--- src/hdl/i2c_eba_pkg.sv ---
// shared types and constants for the i2c eeprom byte access block
// no dependencies
`timescale 1ns / 1ps

package i2c_eba_pkg;

    // raw command codes on the input channel
    localparam logic [1:0] RAW_CMD_WRITE = 2'd1;
    localparam logic [1:0] RAW_CMD_READ  = 2'd2;

    // configuration register indexes
    localparam logic CFG_DEVICE_SELECT = 1'b0;
    localparam logic CFG_ACK_TIMEOUT   = 1'b1;

    localparam int CFG_DATA_W = 10;

    localparam logic [6:0] DEVICE_SELECT_RESET = 7'd80;
    localparam logic [9:0] ACK_TIMEOUT_RESET   = 10'd200;
    localparam logic [3:0] BITS_PER_BYTE       = 4'd8;

    // classified request
    typedef enum logic [1:0] {
        CMD_NONE  = 2'd0,
        CMD_WRITE = 2'd1,
        CMD_READ  = 2'd2
    } t_cmd;

    // one queued tick
    typedef struct packed {
        t_cmd       cmd;
        logic [7:0] word_address;
        logic [7:0] write_data;
        logic       sda_in;
    } t_tick;

    // queue head as seen by the sequencer
    typedef struct packed {
        logic  valid;
        t_tick tick;
    } t_queue_head;

    // one result tick
    typedef struct packed {
        logic       scl;
        logic       sda_out;
        logic       busy_res;
        logic       done_res;
        logic [7:0] read_data;
        logic       ack_error;
    } t_result;

endpackage

--- src/hdl/i2c_eba_if.sv ---
// valid/ready channel interfaces for ticks in and results out
// depends on i2c_eba_pkg
`timescale 1ns / 1ps

interface i2c_eba_in_if import i2c_eba_pkg::*; ();
    logic       valid;
    logic       ready;
    logic [1:0] command;
    logic [7:0] word_address;
    logic [7:0] write_data;
    logic       sda_in;

    modport source (output valid, command, word_address, write_data, sda_in, input ready);
    modport sink   (input valid, command, word_address, write_data, sda_in, output ready);
endinterface

interface i2c_eba_out_if import i2c_eba_pkg::*; ();
    logic       valid;
    logic       ready;
    logic       scl;
    logic       sda_out;
    logic       busy_res;
    logic       done_res;
    logic [7:0] read_data;
    logic       ack_error;

    modport source (output valid, scl, sda_out, busy_res, done_res, read_data, ack_error,
                    input ready);
    modport sink   (input valid, scl, sda_out, busy_res, done_res, read_data, ack_error,
                    output ready);
endinterface

--- src/hdl/i2c_eeprom_byte_access.sv ---
// top level of the i2c eeprom byte access block: front queue plus bus sequencer
// depends on i2c_eba_pkg, i2c_eba_if, i2c_eba_front and i2c_eba_back
//
// every transaction on i_tick is one quarter period tick of the i2c bus and yields exactly
// one transaction on o_result carrying the scl and sda drive after that tick, busy, done,
// the last read byte and the ack error flag. a request (byte write or random byte read) is
// taken only while the sequencer is idle; requests seen while busy are dropped. one tick
// is taken every clock cycle in steady state while o_result is not stalled; the result of
// a tick is presented on o_result once the accepting edge has written it into the two-entry
// queue and the sequencer has then taken it and loaded the result register. the throughput
// is set by the single-step phase sequencer, which advances at most one bus phase per tick.
// a result held by a stalled receiver holds the sequencer; the queue then fills and
// i_tick.ready drops once it holds two ticks. configuration writes (index 0 device select,
// index 1 ack timeout) take effect on the next clock edge and are meant for idle periods.
`timescale 1ns / 1ps

module i2c_eeprom_byte_access import i2c_eba_pkg::*; (
    input  logic                  i_clk,
    input  logic                  i_rst_n,
    input  logic                  i_cfg_we,
    input  logic                  i_cfg_index,
    input  logic [CFG_DATA_W-1:0] i_cfg_data,
    i2c_eba_in_if.sink            i_tick,
    i2c_eba_out_if.source         o_result
);

    t_queue_head w_head;
    logic        w_pop;
    t_result     w_result;

    // front: command decode and tick queue
    i2c_eba_front u_front (
        .i_clk          (i_clk),
        .i_rst_n        (i_rst_n),
        .i_valid        (i_tick.valid),
        .o_ready        (i_tick.ready),
        .i_command      (i_tick.command),
        .i_word_address (i_tick.word_address),
        .i_write_data   (i_tick.write_data),
        .i_sda_in       (i_tick.sda_in),
        .o_head         (w_head),
        .i_pop          (w_pop)
    );

    // back: phase sequencer with its result register
    i2c_eba_back u_back (
        .i_clk       (i_clk),
        .i_rst_n     (i_rst_n),
        .i_cfg_we    (i_cfg_we),
        .i_cfg_index (i_cfg_index),
        .i_cfg_data  (i_cfg_data),
        .i_head      (w_head),
        .o_pop       (w_pop),
        .o_valid     (o_result.valid),
        .i_ready     (o_result.ready),
        .o_result    (w_result)
    );

    assign o_result.scl       = w_result.scl;
    assign o_result.sda_out   = w_result.sda_out;
    assign o_result.busy_res  = w_result.busy_res;
    assign o_result.done_res  = w_result.done_res;
    assign o_result.read_data = w_result.read_data;
    assign o_result.ack_error = w_result.ack_error;

endmodule

--- src/hdl/i2c_eba_front.sv ---
// front end: classifies incoming ticks and holds them in a two-entry queue
// depends on i2c_eba_pkg
`timescale 1ns / 1ps

module i2c_eba_front import i2c_eba_pkg::*; (
    input  logic        i_clk,
    input  logic        i_rst_n,
    input  logic        i_valid,
    output logic        o_ready,
    input  logic [1:0]  i_command,
    input  logic [7:0]  i_word_address,
    input  logic [7:0]  i_write_data,
    input  logic        i_sda_in,
    output t_queue_head o_head,
    input  logic        i_pop
);

    t_tick      r_entry [2];
    logic       r_wr_ptr;
    logic       r_rd_ptr;
    logic [1:0] r_count;
    t_tick      w_tick;
    logic       w_push;

    always_comb begin
        unique case (i_command)
            RAW_CMD_WRITE: w_tick.cmd = CMD_WRITE;
            RAW_CMD_READ:  w_tick.cmd = CMD_READ;
            default:       w_tick.cmd = CMD_NONE;
        endcase
        w_tick.word_address = i_word_address;
        w_tick.write_data   = i_write_data;
        w_tick.sda_in       = i_sda_in;
    end

    assign o_ready = (r_count != 2'd2);
    assign w_push  = i_valid && o_ready;

    assign o_head.valid = (r_count != 2'd0);
    assign o_head.tick  = r_entry[r_rd_ptr];

    always_ff @(posedge i_clk) begin
        if (w_push) begin
            r_entry[r_wr_ptr] <= w_tick;
        end
    end

    always_ff @(posedge i_clk) begin
        if (!i_rst_n) begin
            r_wr_ptr <= 1'b0;
            r_rd_ptr <= 1'b0;
            r_count  <= 2'd0;
        end else begin
            if (w_push) begin
                r_wr_ptr <= ~r_wr_ptr;
            end
            if (i_pop) begin
                r_rd_ptr <= ~r_rd_ptr;
            end
            case ({w_push, i_pop})
                2'b10:   r_count <= r_count + 2'd1;
                2'b01:   r_count <= r_count - 2'd1;
                default: r_count <= r_count;
            endcase
        end
    end

endmodule

--- src/hdl/i2c_eba_back.sv ---
// back end: bus phase sequencer, configuration registers and result register
// depends on i2c_eba_pkg
`timescale 1ns / 1ps

module i2c_eba_back import i2c_eba_pkg::*; (
    input  logic                  i_clk,
    input  logic                  i_rst_n,
    input  logic                  i_cfg_we,
    input  logic                  i_cfg_index,
    input  logic [CFG_DATA_W-1:0] i_cfg_data,
    input  t_queue_head           i_head,
    output logic                  o_pop,
    output logic                  o_valid,
    input  logic                  i_ready,
    output t_result               o_result
);

    typedef enum logic [18:0] {
        ST_IDLE    = 19'h00001,
        ST_S_SCLHI = 19'h00002,
        ST_S_SDALO = 19'h00004,
        ST_S_SCLLO = 19'h00008,
        ST_S_SDAHI = 19'h00010,
        ST_TX_SET  = 19'h00020,
        ST_TX_RISE = 19'h00040,
        ST_TX_FALL = 19'h00080,
        ST_AK_REL  = 19'h00100,
        ST_AK_RISE = 19'h00200,
        ST_AK_WAIT = 19'h00400,
        ST_RX_RISE = 19'h00800,
        ST_RX_FALL = 19'h01000,
        ST_NK_REL  = 19'h02000,
        ST_NK_RISE = 19'h04000,
        ST_NK_FALL = 19'h08000,
        ST_P_SDALO = 19'h10000,
        ST_P_SCLHI = 19'h20000,
        ST_P_SDAHI = 19'h40000
    } t_step;

    logic [6:0] r_dev_sel;
    logic [9:0] r_ack_timeout;

    t_step      r_step,     n_step;
    logic [3:0] r_bit_cnt,  n_bit_cnt;
    logic [1:0] r_byte_cnt, n_byte_cnt;
    logic [7:0] r_shift,    n_shift;
    logic [9:0] r_ack_cnt,  n_ack_cnt;
    logic       r_op_read,  n_op_read;
    logic [7:0] r_addr,     n_addr;
    logic [7:0] r_data,     n_data;
    logic [7:0] r_rx,       n_rx;
    logic       r_err,      n_err;
    logic       r_scl,      n_scl;
    logic       r_sda,      n_sda;
    logic       n_done;
    logic       w_finish;
    t_tick      w_tick;

    assign w_tick = i_head.tick;
    assign o_pop  = i_head.valid && (!o_valid || i_ready);

    always_ff @(posedge i_clk) begin
        if (!i_rst_n) begin
            r_dev_sel     <= DEVICE_SELECT_RESET;
            r_ack_timeout <= ACK_TIMEOUT_RESET;
        end else if (i_cfg_we) begin
            unique case (i_cfg_index)
                CFG_DEVICE_SELECT: r_dev_sel     <= i_cfg_data[6:0];
                CFG_ACK_TIMEOUT:   r_ack_timeout <= i_cfg_data;
                default:           r_dev_sel     <= r_dev_sel;
            endcase
        end
    end

    always_comb begin
        n_step     = r_step;
        n_bit_cnt  = r_bit_cnt;
        n_byte_cnt = r_byte_cnt;
        n_shift    = r_shift;
        n_ack_cnt  = r_ack_cnt;
        n_op_read  = r_op_read;
        n_addr     = r_addr;
        n_data     = r_data;
        n_rx       = r_rx;
        n_err      = r_err;
        n_scl      = r_scl;
        n_sda      = r_sda;
        n_done     = 1'b0;
        w_finish   = 1'b0;

        unique case (r_step)
            ST_IDLE: begin
                if (w_tick.cmd == CMD_WRITE || w_tick.cmd == CMD_READ) begin
                    n_op_read  = (w_tick.cmd == CMD_READ);
                    n_addr     = w_tick.word_address;
                    n_data     = w_tick.write_data;
                    n_err      = 1'b0;
                    n_byte_cnt = 2'd0;
                    n_bit_cnt  = 4'd0;
                    n_ack_cnt  = 10'd0;
                    n_sda      = 1'b1;
                    n_step     = ST_S_SCLHI;
                end
            end
            ST_S_SDAHI: begin
                n_sda  = 1'b1;
                n_step = ST_S_SCLHI;
            end
            ST_S_SCLHI: begin
                n_scl  = 1'b1;
                n_step = ST_S_SDALO;
            end
            ST_S_SDALO: begin
                n_sda  = 1'b0;
                n_step = ST_S_SCLLO;
            end
            ST_S_SCLLO: begin
                n_scl     = 1'b0;
                n_shift   = {r_dev_sel, (r_byte_cnt != 2'd0)};
                n_bit_cnt = 4'd0;
                n_step    = ST_TX_SET;
            end
            ST_TX_SET: begin
                n_sda   = r_shift[7];
                n_shift = {r_shift[6:0], 1'b0};
                n_step  = ST_TX_RISE;
            end
            ST_TX_RISE: begin
                n_scl  = 1'b1;
                n_step = ST_TX_FALL;
            end
            ST_TX_FALL: begin
                n_scl     = 1'b0;
                n_bit_cnt = r_bit_cnt + 4'd1;
                n_step    = (n_bit_cnt >= BITS_PER_BYTE) ? ST_AK_REL : ST_TX_SET;
            end
            ST_AK_REL: begin
                n_sda  = 1'b1;
                n_step = ST_AK_RISE;
            end
            ST_AK_RISE: begin
                n_scl     = 1'b1;
                n_ack_cnt = 10'd0;
                n_step    = ST_AK_WAIT;
            end
            ST_AK_WAIT: begin
                if (!w_tick.sda_in) begin
                    w_finish = 1'b1;
                end else if (r_ack_cnt >= r_ack_timeout) begin
                    n_err    = 1'b1;
                    w_finish = 1'b1;
                end else begin
                    n_ack_cnt = r_ack_cnt + 10'd1;
                end
                if (w_finish) begin
                    n_scl     = 1'b0;
                    n_ack_cnt = 10'd0;
                    if (r_byte_cnt == 2'd0) begin
                        // device select sent, word address next
                        n_byte_cnt = 2'd1;
                        n_shift    = r_addr;
                        n_bit_cnt  = 4'd0;
                        n_step     = ST_TX_SET;
                    end else if (r_byte_cnt == 2'd1) begin
                        n_byte_cnt = 2'd2;
                        if (!r_op_read) begin
                            n_shift   = r_data;
                            n_bit_cnt = 4'd0;
                            n_step    = ST_TX_SET;
                        end else begin
                            // repeated start for the read phase
                            n_step = ST_S_SDAHI;
                        end
                    end else if (!r_op_read) begin
                        n_step = ST_P_SDALO;
                    end else begin
                        n_bit_cnt = 4'd0;
                        n_shift   = 8'd0;
                        n_step    = ST_RX_RISE;
                    end
                end
            end
            ST_RX_RISE: begin
                n_scl  = 1'b1;
                n_step = ST_RX_FALL;
            end
            ST_RX_FALL: begin
                n_shift   = {r_shift[6:0], w_tick.sda_in};
                n_scl     = 1'b0;
                n_bit_cnt = r_bit_cnt + 4'd1;
                if (n_bit_cnt >= BITS_PER_BYTE) begin
                    n_rx   = n_shift;
                    n_step = ST_NK_REL;
                end else begin
                    n_step = ST_RX_RISE;
                end
            end
            ST_NK_REL: begin
                n_sda  = 1'b1;
                n_step = ST_NK_RISE;
            end
            ST_NK_RISE: begin
                n_scl  = 1'b1;
                n_step = ST_NK_FALL;
            end
            ST_NK_FALL: begin
                n_scl  = 1'b0;
                n_step = ST_P_SDALO;
            end
            ST_P_SDALO: begin
                n_sda  = 1'b0;
                n_step = ST_P_SCLHI;
            end
            ST_P_SCLHI: begin
                n_scl  = 1'b1;
                n_step = ST_P_SDAHI;
            end
            ST_P_SDAHI: begin
                n_sda  = 1'b1;
                n_done = 1'b1;
                n_step = ST_IDLE;
            end
            default: begin
                n_scl  = 1'b1;
                n_sda  = 1'b1;
                n_step = ST_IDLE;
            end
        endcase
    end

    always_ff @(posedge i_clk) begin
        if (!i_rst_n) begin
            r_step     <= ST_IDLE;
            r_bit_cnt  <= 4'd0;
            r_byte_cnt <= 2'd0;
            r_shift    <= 8'd0;
            r_ack_cnt  <= 10'd0;
            r_op_read  <= 1'b0;
            r_addr     <= 8'd0;
            r_data     <= 8'd0;
            r_rx       <= 8'd0;
            r_err      <= 1'b0;
            r_scl      <= 1'b1;
            r_sda      <= 1'b1;
        end else if (o_pop) begin
            r_step     <= n_step;
            r_bit_cnt  <= n_bit_cnt;
            r_byte_cnt <= n_byte_cnt;
            r_shift    <= n_shift;
            r_ack_cnt  <= n_ack_cnt;
            r_op_read  <= n_op_read;
            r_addr     <= n_addr;
            r_data     <= n_data;
            r_rx       <= n_rx;
            r_err      <= n_err;
            r_scl      <= n_scl;
            r_sda      <= n_sda;
        end
    end

    // result register
    always_ff @(posedge i_clk) begin
        if (!i_rst_n) begin
            o_valid <= 1'b0;
        end else if (o_pop) begin
            o_valid <= 1'b1;
        end else if (i_ready) begin
            o_valid <= 1'b0;
        end
    end

    always_ff @(posedge i_clk) begin
        if (o_pop) begin
            o_result.scl       <= n_scl;
            o_result.sda_out   <= n_sda;
            o_result.busy_res  <= (n_step != ST_IDLE);
            o_result.done_res  <= n_done;
            o_result.read_data <= n_rx;
            o_result.ack_error <= n_err;
        end
    end

endmodule
--- src/flat_wrapper.sv ---
// flat-port wrapper written by rule: the top's interface ports become plain ports
module i2c_eeprom_byte_access_flat import i2c_eba_pkg::*;
  (i_clk, i_rst_n, i_cfg_we, i_cfg_index, i_cfg_data, i_tick_valid, i_tick_command, i_tick_word_address, i_tick_write_data, i_tick_sda_in, i_tick_ready, o_result_valid, o_result_scl, o_result_sda_out, o_result_busy_res, o_result_done_res, o_result_read_data, o_result_ack_error, o_result_ready);
  i2c_eba_in_if i_tick_i ();
  i2c_eba_out_if o_result_i ();
  input  logic i_clk;
  input  logic i_rst_n;
  input  logic i_cfg_we;
  input  logic i_cfg_index;
  input  logic [CFG_DATA_W-1:0] i_cfg_data;
  input wire logic [$bits(i_tick_i.valid)-1:0] i_tick_valid;
  input wire logic [$bits(i_tick_i.command)-1:0] i_tick_command;
  input wire logic [$bits(i_tick_i.word_address)-1:0] i_tick_word_address;
  input wire logic [$bits(i_tick_i.write_data)-1:0] i_tick_write_data;
  input wire logic [$bits(i_tick_i.sda_in)-1:0] i_tick_sda_in;
  output wire logic [$bits(i_tick_i.ready)-1:0] i_tick_ready;
  output wire logic [$bits(o_result_i.valid)-1:0] o_result_valid;
  output wire logic [$bits(o_result_i.scl)-1:0] o_result_scl;
  output wire logic [$bits(o_result_i.sda_out)-1:0] o_result_sda_out;
  output wire logic [$bits(o_result_i.busy_res)-1:0] o_result_busy_res;
  output wire logic [$bits(o_result_i.done_res)-1:0] o_result_done_res;
  output wire logic [$bits(o_result_i.read_data)-1:0] o_result_read_data;
  output wire logic [$bits(o_result_i.ack_error)-1:0] o_result_ack_error;
  input wire logic [$bits(o_result_i.ready)-1:0] o_result_ready;
  assign i_tick_i.valid = i_tick_valid;
  assign i_tick_i.command = i_tick_command;
  assign i_tick_i.word_address = i_tick_word_address;
  assign i_tick_i.write_data = i_tick_write_data;
  assign i_tick_i.sda_in = i_tick_sda_in;
  assign i_tick_ready = i_tick_i.ready;
  assign o_result_valid = o_result_i.valid;
  assign o_result_scl = o_result_i.scl;
  assign o_result_sda_out = o_result_i.sda_out;
  assign o_result_busy_res = o_result_i.busy_res;
  assign o_result_done_res = o_result_i.done_res;
  assign o_result_read_data = o_result_i.read_data;
  assign o_result_ack_error = o_result_i.ack_error;
  assign o_result_i.ready = o_result_ready;
  i2c_eeprom_byte_access u_core (.i_clk(i_clk), .i_rst_n(i_rst_n), .i_cfg_we(i_cfg_we), .i_cfg_index(i_cfg_index), .i_cfg_data(i_cfg_data), .i_tick(i_tick_i), .o_result(o_result_i));
endmodule
--- config.mk ---
export PLATFORM = sky130hd
export DESIGN_NAME = i2c_eeprom_byte_access_flat
export DESIGN_NICKNAME = d
export VERILOG_FILES = /design/src/hdl/i2c_eba_pkg.sv /design/src/hdl/i2c_eba_if.sv /design/src/hdl/i2c_eeprom_byte_access.sv /design/src/hdl/i2c_eba_front.sv /design/src/hdl/i2c_eba_back.sv /design/src/flat_wrapper.sv
export SDC_FILE = /design/constraint.sdc
export NUM_CORES = 1
export LEC_CHECK = 0
export BUFFER_PORTS_ARGS = -buffer_cell sky130_fd_sc_hd__buf_2
export CORE_AREA = 2 2 93 140
export CTS_BUF_LIST = sky130_fd_sc_hd__clkbuf_2
export DETAILED_ROUTE_END_ITERATION = 12
export DIE_AREA = 0 0 95 142
export PLACE_DENSITY = 0.88
export SLEW_MARGIN = 20
export SYNTH_ARGS = -nofsm -noshare
export SYNTH_HDL_FRONTEND = slang
export SYNTH_SLANG_ARGS = --single-unit
--- constraint.sdc ---
create_clock -name i_clk -period 3.5 [get_ports i_clk]
set_input_delay 0.35 -clock i_clk [delete_from_list [all_inputs] [get_ports i_clk]]
set_output_delay 0.35 -clock i_clk [all_outputs]
set_load 0.01 [all_outputs]
==> qor.yml, run 1 <==
outcome: "finished, final reports clean"
wl_per_cell_microns: 17.8
synth_flop_cell: "dfxtp_1"
area_growth_pct: 14.9
path_class: "flop to flop"
relSlewSlack_pct: 27.5
max-clock-path-buffers: 2
finalSetupViolCount: 0
min_period_ps: 3130
async_flop_share_pct: 0
antenna_found_initial: 1
grt_start_max_net_pins: 43
grt_first_pass_wirelength_mm: 26.6
dp_hpwl_mm: 11.3
grt_remaining_overflow: 0
cts.sinks: 145
remaining_drc_errors: 0
critical_path.max_fanout: 10
worst_slew_pin_slew_ps: 1060
dp.cells: 863
fin_crit_sh_pct: 89.4
ir_drop_mv: 0.406
routabilityCongestion: 0.941
final_common_cell: "nand2_1"
hold_path_class: "input port to flop"
synth_cell_type_count: 67
fin_skew_ps: 34.7
die_width_microns: 95
gr-usage-met1_pct: 25.8
synth.net_count: 729
core_sq_um: 12300
fin_nets: 808
timing.hold.ws_ps: 77.0
fin_tns_setup_ps: 0
start_kind: "flop"
hold_buffers: 33
std_cell_rows: 50
total_power_w: 0.00497
top_usage_layer: "met2"
crit_required_ps: 4160
via_per_inst: 5.98
synth_edf_count: 51
clock_latency_ps: 710
grt_use_met2_pct: 48.1
path_clk_slew_ps: 210
grt_usage_pct: 25.7
first_pass_iters: 5
ys_ff_latch: 145
vias: 5555
cts_resized: 0
syn_area_per_cell_sq_um: 10.0
rsz0062_at_grt: "false"
slew_violations: 0
use_met3_pct: 4.98
design.die.area_sq_um: 13500
ant_nets: 0
final_cell_mix: "nand2_1 (109), dfxtp_1 (94), edfxtp_1 (51), buf_2 (49), a21boi_0 (36)"
dp_slack_ps: 427
tritoncts: "yes"
max_freq_mhz: 320
ys_warn_count: 0
drive_gt1_share_pct: 15.9
port_buffers: 49
fin_ws_ps: 371
postCtsSetupBuffers: 0
ctsRootBufferMaster: "clkbuf_2"
stdcell_count: 929
io_pins: 50
power.density_nw_per_um2: 636
syn_area_sq_um: 6800
htreeDepth: 4
postRouteWirelength_mm: 16.5
worstPathArrival_ps: 3790
cts_buffers: 17
max-cap-violations: 0
finalHoldViolations: 0
p_leak_nw: 3.09
synthCells: 680
fp.dieH_microns: 142
drtIter0Drc: 316
grt_pass1_vias: 5678
n_fill_cell: 921
worst_setup_path_end_kind: "flop"
start_util_pct: 55.2
yosysSeqAreaShare_pct: 50.2
==> power breakdown <==
part	total [W]	internal [W]	switching, W
clock	0.00107	0.000471	0.000598
combinational	0.00168	0.000625	0.00105
sequential	0.00223	0.00206	0.000168
==> synthesized netlist by cell type, types with 3 or more instances <==
cell type  number  area share (%)
a31oi_1         4            0.37
or3_1           9            0.83
nand2_1       109             6.0
mux2i_1        35             5.1
o21bai_1        3            0.33
a21boi_0       36             4.0
clkbuf_1       30             1.7
and2_1          8            0.74
inv_1          18            0.99
nor2_1         31             1.7
a211o_1         8             1.0
nor4_1          9            0.83
nand4b_1        5            0.64
o31ai_1         4            0.44
o211a_1        16             2.4
nand3b_1        3            0.33
nor3b_1         7            0.77
xnor2_1         5            0.64
nand3_1        17             1.3
edfxtp_1       51              23
mux2_2         11             1.8
nor4b_1         4            0.51
o21ai_0        22             1.6
xor2_1          5            0.64
and3_1          4            0.37
o21a_1          3            0.33
ha_1           14             2.6
buf_1           3            0.17
or4_1           3            0.33
a21oi_1        10            0.74
nor2b_1        15             1.4
o211ai_1        6            0.66
or2_2           5            0.46
nand2b_1        5            0.46
dfxtp_1        94              28
nand4_1        13             1.2
nor3_1         19             1.4
==> worst paths after layout <==
kind                                start                         end  slack [ps]  cells after the start
setup / recovery  u_core.u_back.r_step[0]  u_core.u_back.r_ack_cnt[4]         370                      7
hold / removal                    i_rst_n         u_core.u_back.r_scl          80                      2
setup reg to reg  u_core.u_back.r_step[0]  u_core.u_back.r_ack_cnt[4]         370                      7
hold reg to reg     u_core.u_back.r_rx[7]       u_core.u_back.r_rx[7]         480                      2
==> state kept, by name, summed over array words and instances, names as in the netlist, 8 cells and up, named ones only <==
| name | count |
|---|---|
| u_core.u_back.o_result | 13 |
| u_core.u_back.r_ack_cnt | 10 |
| u_core.u_back.r_ack_timeout | 10 |
| u_core.u_back.r_addr | 8 |
| u_core.u_back.r_data | 8 |
| u_core.u_back.r_rx | 8 |
| u_core.u_back.r_shift | 8 |
| u_core.u_back.r_step | 19 |
| u_core.u_front.r_entry | 38 |
==> worst max-delay path: stages (launching register included) <==
cell	delay (ps)
dfxtp_1	410
or4_4	570
or4_1	680
nor3_2	320
o21ai_2	160
or2_4	300
or4b_1	510
a21boi_1	140
==> metrics by stage <==
stage,instance area [sq um],util [%]
6_report,7820,63.4
5_1_grt,7820,63.4
4_1_cts,7810,63.4
3_5_place_dp,7210,58.5
3_3_place_gp,7210,58.5
2_1_floorplan,6800,-
==> routing by layer <==
metal	share of wire, %	vias up
li1	-	2641
met2	55	210
met3	3.8	58
met5	0	-
met4	4.9	0
met1	36	2646
==> cells by family (layout without fill, tap and decap cells) <==
family	after synthesis	in the layout	share of synthesized area, %
simple gates	283	283	22.1
flops	145	145	50.2
compound gates	128	128	13.8
buf+inv	54	146	3.11
mux	46	46	6.97
fa+ha+maj	14	14	2.57
xor+xnor	10	10	1.29
other cells	0	1	0
==> layout make-up <==
type                       instances  area, sq um  area share, %
clock buffer                      18         90.1           1.15
sequential                       145         3410           43.7
multi-input combinational        481         3180           40.7
tap                              156          195           2.50
inverter                          19         71.3          0.912
timing repair buffer              95          673           8.61
clock inverter                    14          188           2.40
antenna                            1         2.50         0.0320
(Power assumes the default switching activity.)
==> inputs of run 2 (changes only) <==
Settings changed: CELL_PAD_IN_SITES_DETAIL_PLACEMENT from default to 1, CELL_PAD_IN_SITES_GLOBAL_PLACEMENT from default to 2, CORE_AREA 2 2 93 140 to 2 2 114 172, DIE_AREA 0 0 95 142 to 0 0 116 174, PLACE_DENSITY 0.88 to 0.89.
==> run 2 against run 1 <==
Combinational power rose by 4%. Sequential share of layout area fell by 0.92 points. Register-to-register slack got worse by 220 ps. Fmax fell by 6.7%. Largest cell class unchanged. Largest power group unchanged. Highest routed layer unchanged.
==> qor.yml, run 2 (synthesized netlist as in run 1, its figures left out) <==
start_util_pct: 36.2
ctsRootBufferMaster: "clkbuf_2"
dp.cells: 969
worst_setup_path_end_kind: "flop"
final_common_cell: "nand2_1"
max-clock-path-buffers: 2
first_pass_iters: 4
r2r_end: "u_core.u_back.r_ack_cnt[4]"
clock_latency_ps: 720
p_sw_w: 0.00196
fin_crit_sh_pct: 95.8
switching_share_pct: 39.9
area_growth_pct: 17.4
reg_top3: "u_core.u_front.r_entry (38), u_core.u_back.r_step (19), u_core.u_back.o_result (13)"
largest_reg_flops: 38
fp.dieH_microns: 174
crit_required_ps: 4150
grt_usage_pct: 19.4
worst_slew_pin_slew_ps: 852
max_freq_mhz: 298
p_leak_nw: 3.12
die_width_microns: 116
wl_per_cell_microns: 17.7
drtIter0Drc: 178
max-cap-violations: 0
largest-register: "u_core.u_front.r_entry"
grt_first_pass_wirelength_mm: 30.4
grt_pass1_vias: 5837
power.clock.fraction_pct: 19.0
n_fill_cell: 2204
dp_hpwl_mm: 13.3
crit_start: "u_core.u_back.r_step[0]"
ant_nets: 0
grt_start_max_net_pins: 36
core_sq_um: 18800
share_comb_of_total_power_pct: 35.6
stdcell_count: 1041
postRouteWirelength_mm: 18.4
drive_gt1_share_pct: 17.0
finalHoldViolations: 0
std_cell_rows: 62
rr_worst_depth: 7
outcome: "finished, final reports clean"
remaining_drc_errors: 0
design.die.area_sq_um: 20200
min_period_ps: 3350
relSlewSlack_pct: 43.2
rsz0062_at_grt: "false"
r2r_slack_ps: 150
grt_remaining_overflow: 0
antenna_found_initial: 1
hold_path_class: "input port to flop"
htreeDepth: 4
port_buffers: 49
p_int_w: 0.00295
vias: 5429
start_kind: "flop"
power.density_nw_per_um2: 615
worstPathArrival_ps: 4000
cts_buffers: 17
ir_drop_mv: 0.319
path_cells: "nor4_2, nand4_2, or2_1, or4_4, or2_4, or4b_1, a21boi_1"
p_seq_share_pct: 45.4
io_pins: 50
path_clk_slew_ps: 250
reg2reg_from: "u_core.u_back.r_step[0]"
fin_skew_ps: 41.9
final_cell_mix: "nand2_1 (109), dfxtp_1 (94), edfxtp_1 (51), buf_2 (49), dlygate4sd3_1 (37)"
slew_violations: 0
fin_nets: 820
tritoncts: "yes"
cts.sinks: 145
slowest_stage: "or4_4"
cts_resized: 0
critical_path.max_fanout: 11
routabilityCongestion: 0.860
finalSetupViolCount: 0
path_class: "flop to flop"
fin_tns_setup_ps: 0
crit_end: "u_core.u_back.r_ack_cnt[4]"
via_per_inst: 5.22
max_stage_delay_ps: 640
run 2: power by group through the flow:
| stage | Sequential, W | Combinational (W) | Clock (W) |
|---|---|---|---|
| final | 0.00223 | 0.00175 | 0.000931 |
| after global routing | 0.00226 | 0.00193 | 0.00104 |
| after floorplan | 0.00225 | 0.00111 | 0 |
| after global placement | 0.00224 | 0.00166 | 0 |
| after detailed placement | 0.00227 | 0.00170 | 0 |
| after CTS | 0.00223 | 0.00174 | 0.000969 |
run 2: per-layer routing:
metal	part of all wire, %	wire [microns]	up-vias	track usage (%)
met5	0	0	-	0
met3	2.4	446	33	3.45
met4	3.7	686	0	8.73
met1	38	7070	2662	20.7
li1	-	-	2655	-
met2	55	10200	79	36.1
run 2: metrics by stage:
step	cell area (sq um)	setup slack (ps)	power, W	hold slack (ps)	utilization (%)
2_1_floorplan	6800	73.3	0.00336	432	-
3_3_place_gp	7380	403	0.00390	447	39.3
3_5_place_dp	7380	254	0.00397	457	39.3
4_1_cts	7970	184	0.00494	6.48	42.4
5_1_grt	7990	24.5	0.00523	31.8	42.5
6_report	7990	148	0.00491	105	42.5
run 2: worst max-delay path, delay by kind of cell, from the launching register on:
| family | cells | cell delay (ps) |
|---|---|---|
| AND/OR/NAND/NOR | 6 | 2620 |
| flip-flops | 1 | 430 |
| AO/OA/AOI/OAI | 1 | 220 |
run 2: how the worst min path moves through the flow:
stage                                        start                        endpoint  depth (start not counted)
floorplan               u_core.u_back.r_dev_sel[4]      u_core.u_back.r_dev_sel[4]                          2
global placement             u_core.u_back.r_rx[1]           u_core.u_back.r_rx[1]                          2
detailed placement  u_core.u_back.r_ack_timeout[1]  u_core.u_back.r_ack_timeout[1]                          2
CTS                                       i_cfg_we  u_core.u_back.r_ack_timeout[8]                          4
global route                              i_cfg_we      u_core.u_back.r_dev_sel[0]                          4
finish                                i_tick_valid         u_core.u_front.r_wr_ptr                          4
run 2: repair_timing:
action                                  4_1_cts  5_1_grt
setup buffers                                 0        2
hold buffers                                 37        0
endpoints found under the hold margin        58        0
endpoints found under the setup margin        0        1
run 2: cell type report:
type	instances	area, sq um	area share, %
diodes	1	2.50	0.0313
clock buffers	17	85.1	1.07
repair buffers	107	773	9.68
inverters	19	71.3	0.893
multi-input cells	481	3180	39.9
flip-flops and latches	145	3410	42.7
clock inverters	15	136	1.71
well taps	256	320	4.01
